==> config.mk <==
export PLATFORM = sky130hd
export DESIGN_NAME = string_to_unsigned_parser_top
export DESIGN_NICKNAME = d
export VERILOG_FILES = /design/src/rtl/stup_pkg.sv /design/src/rtl/string_to_unsigned_parser_top.sv /design/src/rtl/stup_front.sv /design/src/rtl/stup_back.sv
export VERILOG_INCLUDE_DIRS = /design/src /design/src/rtl
export SDC_FILE = /design/constraint.sdc
export NUM_CORES = 1
export LEC_CHECK = 0
export ABC_AREA = 0
export BUFFER_PORTS_ARGS = -buffer_cell sky130_fd_sc_hd__buf_4
export CELL_PAD_IN_SITES_DETAIL_PLACEMENT = 1
export CELL_PAD_IN_SITES_GLOBAL_PLACEMENT = 1
export CORE_ASPECT_RATIO = 0.7
export CORE_UTILIZATION = 45
export CTS_BUF_LIST = sky130_fd_sc_hd__clkbuf_4
export DETAILED_ROUTE_END_ITERATION = 8
export PLACE_DENSITY_LB_ADDON = 0.1
export SLEW_MARGIN = 0
export SYNTH_ARGS = -nofsm -noshare
export SYNTH_HDL_FRONTEND = slang
export SYNTH_SLANG_ARGS = --single-unit
==> constraint.sdc <==
create_clock -name clk -period 14.76 [get_ports clk]
set_input_delay 0.738 -clock clk [delete_from_list [all_inputs] [get_ports clk]]
set_output_delay 0.738 -clock clk [all_outputs]
set_load 0.01 [all_outputs]
==> src/rtl/string_to_unsigned_parser_top_macros.svh <==
// ----------------------------------------------------------------------------
// string_to_unsigned_parser_top_macros
// Assertion macros used by stup_back; empty when SYNTH is defined.
// ----------------------------------------------------------------------------
`ifndef STRING_TO_UNSIGNED_PARSER_TOP_MACROS_SVH
`define STRING_TO_UNSIGNED_PARSER_TOP_MACROS_SVH

`ifndef SYNTH
`define STUP_ASSERT_ALWAYS(lbl, expr) \
    lbl: assert property (@(posedge clk) disable iff (!rst_n) (expr)) \
        else $error("stup: invariant violated");
`define STUP_ASSERT_NEXT(lbl, ante, cons) \
    lbl: assert property (@(posedge clk) disable iff (!rst_n) (ante) |=> (cons)) \
        else $error("stup: sequence violated");
`else
`define STUP_ASSERT_ALWAYS(lbl, expr)
`define STUP_ASSERT_NEXT(lbl, ante, cons)
`endif

`endif

==> src/rtl/stup_pkg.sv <==
// ----------------------------------------------------------------------------
// stup_pkg
// Widths, character codes, queue sizing and shared types of the parser.
// ----------------------------------------------------------------------------
`default_nettype none

package stup_pkg;

    localparam int MAX_CHARS = 4096;
    localparam int CNT_W     = $clog2(MAX_CHARS + 1);
    localparam int VALUE_W   = 64;
    localparam int RADIX_W   = 6;
    localparam int CHAR_W    = 8;
    localparam int DVAL_W    = 6;

    localparam int PADDR_W   = 3;
    localparam int PDATA_W   = 32;
    localparam logic REG_RADIX_MODE = 1'b0;

    localparam logic [RADIX_W-1:0] RADIX_RESET = RADIX_W'(10);
    localparam logic [RADIX_W-1:0] BASE_AUTO   = RADIX_W'(0);
    localparam logic [RADIX_W-1:0] BASE_OCT    = RADIX_W'(8);
    localparam logic [RADIX_W-1:0] BASE_DEC    = RADIX_W'(10);
    localparam logic [RADIX_W-1:0] BASE_HEX    = RADIX_W'(16);

    localparam logic [CHAR_W-1:0] CH_SPACE = 8'h20;
    localparam logic [CHAR_W-1:0] CH_TAB   = 8'h09;
    localparam logic [CHAR_W-1:0] CH_ZERO  = 8'h30;
    localparam logic [CHAR_W-1:0] CH_NINE  = 8'h39;
    localparam logic [CHAR_W-1:0] CH_LC_A  = 8'h61;
    localparam logic [CHAR_W-1:0] CH_LC_Z  = 8'h7a;
    localparam logic [CHAR_W-1:0] CH_UC_A  = 8'h41;
    localparam logic [CHAR_W-1:0] CH_UC_Z  = 8'h5a;
    localparam logic [CHAR_W-1:0] CH_LC_X  = 8'h78;
    localparam logic [CHAR_W-1:0] CH_UC_X  = 8'h58;

    localparam int Q_DEPTH = 2;
    localparam int Q_PTR_W = $clog2(Q_DEPTH);
    localparam int Q_CNT_W = $clog2(Q_DEPTH + 1);

    typedef struct packed {
        logic              start;
        logic              blank;
        logic              zero;
        logic              xchar;
        logic              alnum;
        logic [DVAL_W-1:0] dval;
    } item_t;

    typedef enum logic [4:0] {
        PH_IDLE   = 5'b00001,
        PH_BLANK  = 5'b00010,
        PH_ZERO   = 5'b00100,
        PH_DIGITS = 5'b01000,
        PH_DONE   = 5'b10000
    } phase_t;

endpackage

`default_nettype wire

==> src/rtl/string_to_unsigned_parser_top.sv <==
// ----------------------------------------------------------------------------
// string_to_unsigned_parser_top
// Streaming unsigned integer parser: one character per word, one result word
// per parsed string.
//
//   channel  direction  handshake           payload
//   in       input      in_valid/in_stall   char_in, start_of_string
//   out      output     out_valid/out_stall parsed_value, end_offset
//   cfg      APB        psel/penable        radix_mode at byte address 0
//
// One character per cycle sustained while out_stall is low; the loop that sets
// it is the 64x6 multiply-add on the accumulator in the back end.
// out_valid is registered; it rises after the back end takes the ending character.
// A two-word queue sits between classifier and back end; out_stall backs up
// into it, then into in_stall.
// Reset clears control state only; no clearing pass.
// ----------------------------------------------------------------------------
`default_nettype none

module string_to_unsigned_parser_top (
    input  wire logic                         clk,
    input  wire logic                         rst_n,
    input  wire logic [stup_pkg::CHAR_W-1:0]  char_in,
    input  wire logic                         start_of_string,
    input  wire logic                         in_valid,
    output logic                              in_stall,
    output logic [stup_pkg::VALUE_W-1:0]      parsed_value,
    output logic [stup_pkg::CNT_W-1:0]        end_offset,
    output logic                              out_valid,
    input  wire logic                         out_stall,
    input  wire logic                         psel,
    input  wire logic                         penable,
    input  wire logic                         pwrite,
    input  wire logic [stup_pkg::PADDR_W-1:0] paddr,
    input  wire logic [stup_pkg::PDATA_W-1:0] pwdata,
    output logic [stup_pkg::PDATA_W-1:0]      prdata,
    output logic                              pready
);
    import stup_pkg::*;

    logic [RADIX_W-1:0] radix_mode_reg;
    logic               head_valid;
    item_t              head;
    logic               take;
    logic               reg_hit;

    assign pready  = 1'b1;
    assign reg_hit = (paddr[PADDR_W-1] == REG_RADIX_MODE);
    assign prdata  = reg_hit ? PDATA_W'(radix_mode_reg) : '0;

    always_ff @(posedge clk or negedge rst_n)
    begin
        if (!rst_n)
        begin
            radix_mode_reg <= RADIX_RESET;
        end
        else if (psel && penable && pwrite && pready && reg_hit)
        begin
            radix_mode_reg <= pwdata[RADIX_W-1:0];
        end
    end

    stup_front u_front (
        .clk             (clk),
        .rst_n           (rst_n),
        .char_in         (char_in),
        .start_of_string (start_of_string),
        .in_valid        (in_valid),
        .in_stall        (in_stall),
        .head_valid      (head_valid),
        .head            (head),
        .take            (take)
    );

    stup_back u_back (
        .clk          (clk),
        .rst_n        (rst_n),
        .radix_mode   (radix_mode_reg),
        .head_valid   (head_valid),
        .head         (head),
        .take         (take),
        .out_valid    (out_valid),
        .out_stall    (out_stall),
        .parsed_value (parsed_value),
        .end_offset   (end_offset)
    );

endmodule

`default_nettype wire

==> src/rtl/stup_front.sv <==
// ----------------------------------------------------------------------------
// stup_front
// Classifies each accepted character and queues it for the back end.
// ----------------------------------------------------------------------------
`default_nettype none

module stup_front (
    input  wire logic                        clk,
    input  wire logic                        rst_n,
    input  wire logic [stup_pkg::CHAR_W-1:0] char_in,
    input  wire logic                        start_of_string,
    input  wire logic                        in_valid,
    output logic                             in_stall,
    output logic                             head_valid,
    output stup_pkg::item_t                  head,
    input  wire logic                        take
);
    import stup_pkg::*;

    item_t              cls;
    item_t              q_mem_reg [Q_DEPTH];
    logic [Q_PTR_W-1:0] wr_ptr_reg;
    logic [Q_PTR_W-1:0] wr_ptr_next;
    logic [Q_PTR_W-1:0] rd_ptr_reg;
    logic [Q_PTR_W-1:0] rd_ptr_next;
    logic [Q_CNT_W-1:0] q_cnt_reg;
    logic [Q_CNT_W-1:0] q_cnt_next;
    logic               enq;

    always_comb
    begin
        cls.start = start_of_string;
        cls.blank = (char_in == CH_SPACE) || (char_in == CH_TAB);
        cls.zero  = (char_in == CH_ZERO);
        cls.xchar = (char_in == CH_LC_X) || (char_in == CH_UC_X);
        cls.alnum = 1'b1;
        cls.dval  = '0;
        if (char_in >= CH_ZERO && char_in <= CH_NINE)
        begin
            cls.dval = DVAL_W'(char_in - CH_ZERO);
        end
        else if (char_in >= CH_LC_A && char_in <= CH_LC_Z)
        begin
            cls.dval = DVAL_W'(char_in - CH_LC_A) + DVAL_W'(10);
        end
        else if (char_in >= CH_UC_A && char_in <= CH_UC_Z)
        begin
            cls.dval = DVAL_W'(char_in - CH_UC_A) + DVAL_W'(10);
        end
        else
        begin
            cls.alnum = 1'b0;
        end
    end

    assign in_stall   = (q_cnt_reg == Q_CNT_W'(Q_DEPTH));
    assign enq        = in_valid && !in_stall;
    assign head_valid = (q_cnt_reg != '0);
    assign head       = q_mem_reg[rd_ptr_reg];

    always_comb
    begin
        wr_ptr_next = enq  ? wr_ptr_reg + 1'b1 : wr_ptr_reg;
        rd_ptr_next = take ? rd_ptr_reg + 1'b1 : rd_ptr_reg;
        q_cnt_next  = q_cnt_reg;
        if (enq && !take)
        begin
            q_cnt_next = q_cnt_reg + 1'b1;
        end
        else if (!enq && take)
        begin
            q_cnt_next = q_cnt_reg - 1'b1;
        end
    end

    always_ff @(posedge clk or negedge rst_n)
    begin
        if (!rst_n)
        begin
            wr_ptr_reg <= '0;
            rd_ptr_reg <= '0;
            q_cnt_reg  <= '0;
        end
        else
        begin
            wr_ptr_reg <= wr_ptr_next;
            rd_ptr_reg <= rd_ptr_next;
            q_cnt_reg  <= q_cnt_next;
        end
    end

    always_ff @(posedge clk)
    begin
        if (enq)
        begin
            q_mem_reg[wr_ptr_reg] <= cls;
        end
    end

endmodule

`default_nettype wire

==> src/rtl/stup_back.sv <==
// ----------------------------------------------------------------------------
// stup_back
// Parse state machine, multiply-add accumulator and output word register.
// ----------------------------------------------------------------------------
`default_nettype none

`include "string_to_unsigned_parser_top_macros.svh"

module stup_back (
    input  wire logic                         clk,
    input  wire logic                         rst_n,
    input  wire logic [stup_pkg::RADIX_W-1:0] radix_mode,
    input  wire logic                         head_valid,
    input  wire stup_pkg::item_t              head,
    output logic                              take,
    output logic                              out_valid,
    input  wire logic                         out_stall,
    output logic [stup_pkg::VALUE_W-1:0]      parsed_value,
    output logic [stup_pkg::CNT_W-1:0]        end_offset
);
    import stup_pkg::*;

    phase_t             phase_reg;
    phase_t             phase_next;
    phase_t             cur_phase;
    logic [VALUE_W-1:0] acc_reg;
    logic [VALUE_W-1:0] acc_next;
    logic [VALUE_W-1:0] acc_src;
    logic [VALUE_W-1:0] mac;
    logic [CNT_W-1:0]   cnt_reg;
    logic [CNT_W-1:0]   cnt_next;
    logic [CNT_W-1:0]   cnt_src;
    logic [CNT_W-1:0]   cnt_inc;
    logic [RADIX_W-1:0] base_reg;
    logic [RADIX_W-1:0] base_next;
    logic [RADIX_W-1:0] use_base;
    logic               try_digit;
    logic               digit_ok;
    logic               emit;
    logic               out_valid_reg;
    logic [VALUE_W-1:0] parsed_value_reg;
    logic [CNT_W-1:0]   end_offset_reg;

    assign take      = head_valid && (!out_valid_reg || !out_stall);
    assign cur_phase = head.start ? PH_BLANK : phase_reg;
    assign acc_src   = head.start ? '0 : acc_reg;
    assign cnt_src   = head.start ? '0 : cnt_reg;
    assign cnt_inc   = (cnt_src < CNT_W'(MAX_CHARS)) ? cnt_src + 1'b1 : cnt_src;

    always_comb
    begin
        phase_next = phase_reg;
        acc_next   = acc_reg;
        cnt_next   = cnt_reg;
        base_next  = base_reg;
        use_base   = base_reg;
        try_digit  = 1'b0;
        emit       = 1'b0;
        if (take)
        begin
            phase_next = cur_phase;
            acc_next   = acc_src;
            cnt_next   = cnt_src;
            unique case (cur_phase)
                PH_BLANK:
                begin
                    if (head.blank)
                    begin
                        cnt_next = cnt_inc;
                    end
                    else if (radix_mode == BASE_AUTO)
                    begin
                        if (head.zero)
                        begin
                            base_next  = BASE_OCT;
                            cnt_next   = cnt_inc;
                            phase_next = PH_ZERO;
                        end
                        else
                        begin
                            base_next = BASE_DEC;
                            use_base  = BASE_DEC;
                            try_digit = 1'b1;
                        end
                    end
                    else
                    begin
                        base_next = radix_mode;
                        use_base  = radix_mode;
                        if (radix_mode == BASE_HEX && head.zero)
                        begin
                            cnt_next   = cnt_inc;
                            phase_next = PH_ZERO;
                        end
                        else
                        begin
                            try_digit = 1'b1;
                        end
                    end
                end
                PH_ZERO:
                begin
                    if (head.xchar)
                    begin
                        base_next  = BASE_HEX;
                        cnt_next   = cnt_inc;
                        phase_next = PH_DIGITS;
                    end
                    else
                    begin
                        try_digit = 1'b1;
                    end
                end
                PH_DIGITS:
                begin
                    try_digit = 1'b1;
                end
                default:
                begin
                end
            endcase
            if (try_digit)
            begin
                if (digit_ok)
                begin
                    acc_next   = mac;
                    cnt_next   = cnt_inc;
                    phase_next = PH_DIGITS;
                end
                else
                begin
                    emit       = 1'b1;
                    phase_next = PH_DONE;
                end
            end
        end
    end

    assign digit_ok = head.alnum && (head.dval < use_base);
    assign mac      = acc_src * VALUE_W'(use_base) + VALUE_W'(head.dval);

    always_ff @(posedge clk or negedge rst_n)
    begin
        if (!rst_n)
        begin
            phase_reg     <= PH_IDLE;
            acc_reg       <= '0;
            cnt_reg       <= '0;
            base_reg      <= RADIX_RESET;
            out_valid_reg <= 1'b0;
        end
        else
        begin
            phase_reg <= phase_next;
            acc_reg   <= acc_next;
            cnt_reg   <= cnt_next;
            base_reg  <= base_next;
            if (emit)
            begin
                out_valid_reg <= 1'b1;
            end
            else if (!out_stall)
            begin
                out_valid_reg <= 1'b0;
            end
        end
    end

    always_ff @(posedge clk)
    begin
        if (emit)
        begin
            parsed_value_reg <= acc_src;
            end_offset_reg   <= cnt_src;
        end
    end

    assign out_valid    = out_valid_reg;
    assign parsed_value = parsed_value_reg;
    assign end_offset   = end_offset_reg;

    `STUP_ASSERT_ALWAYS(a_cnt_bound, cnt_reg <= CNT_W'(MAX_CHARS))
    `STUP_ASSERT_ALWAYS(a_no_take_blocked, !(take && out_valid_reg && out_stall))
    `STUP_ASSERT_NEXT(a_emit_loads, emit, out_valid_reg && phase_reg == PH_DONE)
    `STUP_ASSERT_ALWAYS(a_idle_silent,
        !(emit && !head.start && (phase_reg == PH_IDLE || phase_reg == PH_DONE)))

endmodule

`default_nettype wire
After elaboration in Yosys (flattened, before gate mapping)

Memory sizes are Yosys's and may differ from the RTL's.
Cells that the tools add are included.

Multiplexer cells: 55
$mul: 1
Add/subtract/negate cells: 11
Shift-type cells: 0
Div/mod/pow operators: 0
Reductions and logical operators: 25
Equality and inequality tests: 13
Magnitude comparators: 8
Bitwise operators: 1

Operators with widths:

| kind                                                            | number |
|---|---|
| two-way mux 64 bit                                              | 3 |
| two-way mux 13 bit                                              | 9 |
| two-way mux 6 bit                                               | 12 |
| adder 64 x 6 -> 64 bit                                          | 1 |
| multiplier 64 x 6 -> 64 bit                                     | 1 |
| two-way mux 5 bit                                               | 8 |
| one-hot mux 13 bit (2 select lines)                             | 1 |
| equality test 8 x 6 -> 1 bit (second input constant)            | 2 |
| equality test 8 x 7 -> 1 bit (second input constant)            | 2 |
| >= comparator 8 x 7 -> 1 bit (second input constant)            | 2 |
| less-or-equal comparator 8 x 7 -> 1 bit (second input constant) | 2 |
| two-way mux 1 bit                                               | 16 |
| adder 13 x 1 -> 13 bit (second input constant)                  | 1 |
| less-than comparator 13 bit (second input constant)             | 1 |
| adder 6 x 4 -> 6 bit (second input constant)                    | 2 |
| logical AND 1 bit                                               | 12 |
| one-hot mux 6 bit (2 select lines)                              | 1 |
| subtractor 6 bit (second input constant)                        | 2 |
| one-hot mux 5 bit (2 select lines)                              | 1 |
| equality test 8 x 4 -> 1 bit (second input constant)            | 1 |
| >= comparator 8 x 6 -> 1 bit (second input constant)            | 1 |
| less-or-equal comparator 8 x 6 -> 1 bit (second input constant) | 1 |
| equality test 6 x 5 -> 1 bit (second input constant)            | 1 |
| zero test 6 bit                                                 | 1 |
| other kinds (18)                                                | 30 |

Memory bits (read-only): 0
Latch bits: 0
Input port bits: 51
Register bits after elaboration: 176
Logic and storage cells: 126
RAM bits: 22
Memories: 1

Memories:

| memory            | depth | bits a word | rd ports | clocked after Yosys merged registers in | write ports | line             | RTL |
|---|---|---|---|---|---|---|---|
| u_front.q_mem_reg | 2     | 11          | 1        | 0                                       | 1           | stup_front.sv:21 | `item_t q_mem_reg [Q_DEPTH];` |

Logic depth before layout (Yosys ltp)

An unclocked memory read counts as a cell.

Word-level depth: 12
Mapped depth: 30
Depth with buffers taken out: 27

Cells and area by module

From an unflattened synthesis, not the netlist that was laid out.

Cells, all modules: 2142
Area, all modules: 20076.8 µm²

Modules (own cells, without submodules):

| module                        | cells each | area each (µm²) | instances |
|---|---|---|---|
| stup_back                     | 1979       | 18138.6         | 1 |
| stup_front                    | 115        | 1431.4          | 1 |
| string_to_unsigned_parser_top | 48         | 506.7           | 1 |

Worst setup path after synthesis

No wires, ideal clock.

Path type: input to register
From: input out_stall
To: register u_back.acc_reg[61]
Slack: 7.446 ns
Library setup time: 0.126 ns
Buffers on the path: 4
Data arrival time: 7.188 ns
Required time: 14.634 ns
Stages: 26
Cell sequence: nand2_1 > o21a_1 > inv_1 > or2_2 > clkbuf_1 > or3_1 > a22o_1 > inv_2 > clkbuf_1 > buf_1 > nor2_1 > fa_1 > fa_1 > fa_1 > ha_1 > ha_1 > clkbuf_1 > nand2_1 > or3_1 > o311ai_0 > a31oi_1 > nor4b_1 > o21ai_0 > a21oi_1 > mux2_2 > a221o_1

Word-level cells in the longest chain between the ends: 8

RTL lines:

| item                                                                             | line                                | RTL |
|---|---|---|
| start, declared                                                                  | string_to_unsigned_parser_top.sv:30 | `input wire logic out_stall,` |
| zero test 1 bit *                                                                | stup_back.sv:44                     | `assign take = head_valid && (!out_valid_reg \|\| !out_stall);` |
| logical OR 1 bit *                                                               | stup_back.sv:44                     |  |
| logical AND 1 bit *                                                              | stup_back.sv:44                     |  |
| two-way mux 6 bit                                                                | stup_back.sv:59                     | `if (take)` |
| multiplier 64 x 6 -> 64 bit / less-than comparator 6 bit (equally long branches) | stup_back.sv:140, stup_back.sv:139  |  |
| adder 64 x 6 -> 64 bit / logical AND 1 bit (equally long branches)               | stup_back.sv:140, stup_back.sv:139  |  |
| two-way mux 64 bit                                                               | stup_back.sv:124                    | `if (digit_ok)` |
| two-way mux 64 bit                                                               | stup_back.sv:122                    | `if (try_digit)` |
| end signal, assigned                                                             | stup_back.sv:155                    | `acc_reg <= acc_next;` |
| end, declared                                                                    | stup_back.sv:26                     | `logic [VALUE_W-1:0] acc_reg;` |

Mark *: on every way between the ends. The rest lies on a longest branch, timed or not.
A chain may end at the register's enable or synchronous reset.

Worst setup path after layout

From: register u_front.rd_ptr_reg
To: register u_back.acc_reg[44]

Word-level cells in the longest chain between the ends: 10

RTL lines:

| item                                                                             | line                               | RTL |
|---|---|---|
| start, declared                                                                  | stup_front.sv:24                   | `logic [Q_PTR_W-1:0] rd_ptr_reg;` |
| start signal, assigned                                                           | stup_front.sv:87                   | `rd_ptr_reg <= rd_ptr_next;` |
| memory read (2 x 11 bit) *                                                       | -                                  |  |
| two-way mux 6 bit                                                                | stup_back.sv:73                    | `if (head.zero)` |
| two-way mux 6 bit                                                                | stup_back.sv:71                    | `else if (radix_mode == BASE_AUTO)` |
| two-way mux 6 bit                                                                | stup_back.sv:67                    | `if (head.blank)` |
| two-way mux 6 bit                                                                | stup_back.sv:64                    | `unique case (cur_phase)` |
| two-way mux 6 bit                                                                | stup_back.sv:59                    |  |
| multiplier 64 x 6 -> 64 bit / less-than comparator 6 bit (equally long branches) | stup_back.sv:140, stup_back.sv:139 |  |
| adder 64 x 6 -> 64 bit / logical AND 1 bit (equally long branches)               | stup_back.sv:140, stup_back.sv:139 |  |
| two-way mux 64 bit                                                               | stup_back.sv:124                   |  |
| two-way mux 64 bit *                                                             | stup_back.sv:122                   |  |

Mark *: on every way between the ends. The rest lies on a longest branch, timed or not. The select of a mux whose other input is x is not followed.

==> metrics <==
via/cell ratio=5.676; Setup-failing EPs final=0; routability congestion estimate=0.8920; class of the worst hold path=in2async; Ys Warns=0; pwr dens=112.3 nW/µm²; CP Capture Type=flip-flop; initial DRC count=969; vias in the first global route=16850; Seq cells post-synth=198; gr ovfl total=0; Finished Core Util=0.4982; Post-synth EDFFs=99; commonest cells after routing, fill and taps aside=nor2_1, nand2_1, fa_1; Die H=177.7 µm; fin crit period=9.369 ns; die area=44960 µm²; Overall Power=0.002400 W; clk_lat worst skew=0.71 ns; std cell rows=63; total CTS buffers=17; largest net degree at the start of global routing=62; DRT Pass-1 Iters=5; PortBufs=107; setup TNS=0 ns; Worst-Margin Slew=0.9723 ns; Core Region=42880 µm²; Worst Clk Skew=0.02422 ns; Routed wire per std cell=21.33 µm; leakage=10.67 nW; Fill cells=5006; Num Clock Sinks=198; fmax=106.7 MHz; cell count after synthesis=2115; vias=15700; Post-CTS Setup Bufs=0; H-tree depth=4; I/O pin cnt=163; total track usage=0.2745; met3 Track Usage GR=0.04943; Die W=253.0 µm; clock root cell=clkbuf_4; fin crit share=0.6348; GR Util met2=0.4125; Post-synth top flop=edfxtp_1; Post-DRT Antenna Nets=0; DP HPWL=44.66 mm; final net count=2603; CP Launch Type=flip-flop; Clock Path Buffers=2; Top Usage Layer GRT=met1; sequential share of the synthesized area=0.2750; syn_area_per_cell=9.383 µm²; CTS Hold Bufs=0; initial antenna violation count=1; final hold violation count=0; # DRC=0; TritonCTS clock tree=built; ys async rst share=0.5000; hold_ws=0.08403 ns; met1 usage=0.4146; Synth-to-Final Area Change=7.667%; Post-Route WL=59.00 mm; status=complete, no violations; Yosys top cell by area=fa_1; layout cells sized above 1=0.09495; post-cts repair resize count=0; relative slew slack=0.3494; top fanout value on the critical path=35; RSZ-0062 raised after global routing=false; first-pass GRT wire length=94.86 mm; main area contributors after synthesis=fa_1, edfxtp_1, dfrtp_1, ha_1, nor2_1; top cell type's share of synthesized area=0.2421; WS Path Type=reg2reg; Worst EP required=15.32 ns; Yosys cell types=77; final max-slew violation count=0; Peak VDD IR=0.09760 mV; Initial Util=0.4628; most common cell after layout, fill and taps aside=nor2_1; crit path DAT=9.93 ns; MaxCap Viol Count=0; Post-Syn Area=19840 µm²; Worst-path clk slew=0.18 ns
## synthesized netlist by cell type (13+ instances only)
cell      instances
a21o_1           35
a21oi_1          93
a31oi_1          14
and2_1           26
buf_1            14
buf_4            27
clkbuf_1         73
dfrtp_1          94
edfxtp_1         99
fa_1            240
ha_1            145
inv_1           143
mux2_2           16
nand2_1         247
nand3_1          23
nand4_1          19
nor2_1          393
nor2b_1          13
nor3_1           23
o21ai_0         117
o21bai_1         16
xnor2_1          43
xor2_1           25
## logic make-up after synthesis
group	count (synthesis)	share of synthesized area
adder cells (fa/ha/maj)	385	0.3335
multiplexers	22	0.01211
XOR/XNOR	69	0.03115
AND/OR/NAND/NOR	794	0.1697
AO/OA/AOI/OAI	385	0.1238
buffers and inverters	260	0.05435
other	2	0.0003785
flip-flops	198	0.2750
## worst paths after layout
| kind | slack, ns | cells after the start | start | to |
|---|---|---|---|---|
| max | 5.39 | 26 | u_front.rd_ptr_reg | u_back.acc_reg[44] |
| min | 0.08 | 1 | rst_n | u_back.cnt_reg[10] |
| max reg2reg | 5.39 | 26 | u_front.rd_ptr_reg | u_back.acc_reg[44] |
| min reg2reg | 0.49 | 1 | u_back.cnt_reg[8] | u_back.cnt_reg[8] |
| max in group asynchronous | 13.42 | 2 | rst_n | u_back.acc_reg[51] |
| min in group clk | 0.20 | 1 | start_of_string | u_front.q_mem_reg[1][10] |
## stage by stage
step	area (µm²)	worst slack, ns	instances
after floorplan	19940	7.446	2140
after detailed placement	21090	5.064	2733
after global placement	21090	5.295	2733
after CTS	21360	5.465	2765
after global routing	21370	4.865	2766
final	21370	5.391	2766
## layer usage
| metal | share of wire | vias to the layer above |
|---|---|---|
| met4 | 0.0078 | 0 |
| met2 | 0.44 | 402 |
| met3 | 0.057 | 34 |
| met1 | 0.50 | 8141 |
| met5 | 0 | - |
| li1 | - | 7123 |
## report_power, final
part	internal, W	switching (W)	leakage (nW)
clock network	0.0000910	0.000232	0.153
registers	0.000760	0.0000696	2.28
logic	0.000331	0.000916	8.24
total	0.00118	0.00122	10.7
## area by class of cell
cell class / count / area (µm²) / share of cell area
Clock inverter: 14 / 142.6 / 0.006676
Timing Repair Buffer: 123 / 923.4 / 0.04322
Sequential cell: 198 / 5456 / 0.2554
Antenna cell: 1 / 2.502 / 0.0001171
Tap cell: 585 / 732.0 / 0.03426
Clock buffer: 18 / 135.1 / 0.006325
Multi-Input combinational cell: 1682 / 13430 / 0.6285
Inverter: 145 / 545.5 / 0.02553
## critical path, stage by stage (launching register included)
cell	delay, ns
dfrtp_1	0.83
mux2_2	0.63
a31oi_2	0.20
o31ai_1	0.37
nand2_1	0.29
inv_2	0.58
buf_4	0.53
nor2_1	0.14
fa_1	0.56
inv_1	0.05
fa_1	0.47
inv_1	0.05
fa_1	0.53
inv_1	0.06
fa_1	0.53
inv_1	0.04
ha_1	0.36
and3_1	0.21
a31oi_1	0.35
a311oi_1	0.16
a211oi_1	0.52
o21ai_0	0.37
a21boi_0	0.62
o21ai_0	0.28
a21oi_1	0.23
xor2_1	0.16
o21ai_0	0.10
Power figures use the tool's default switching activity.
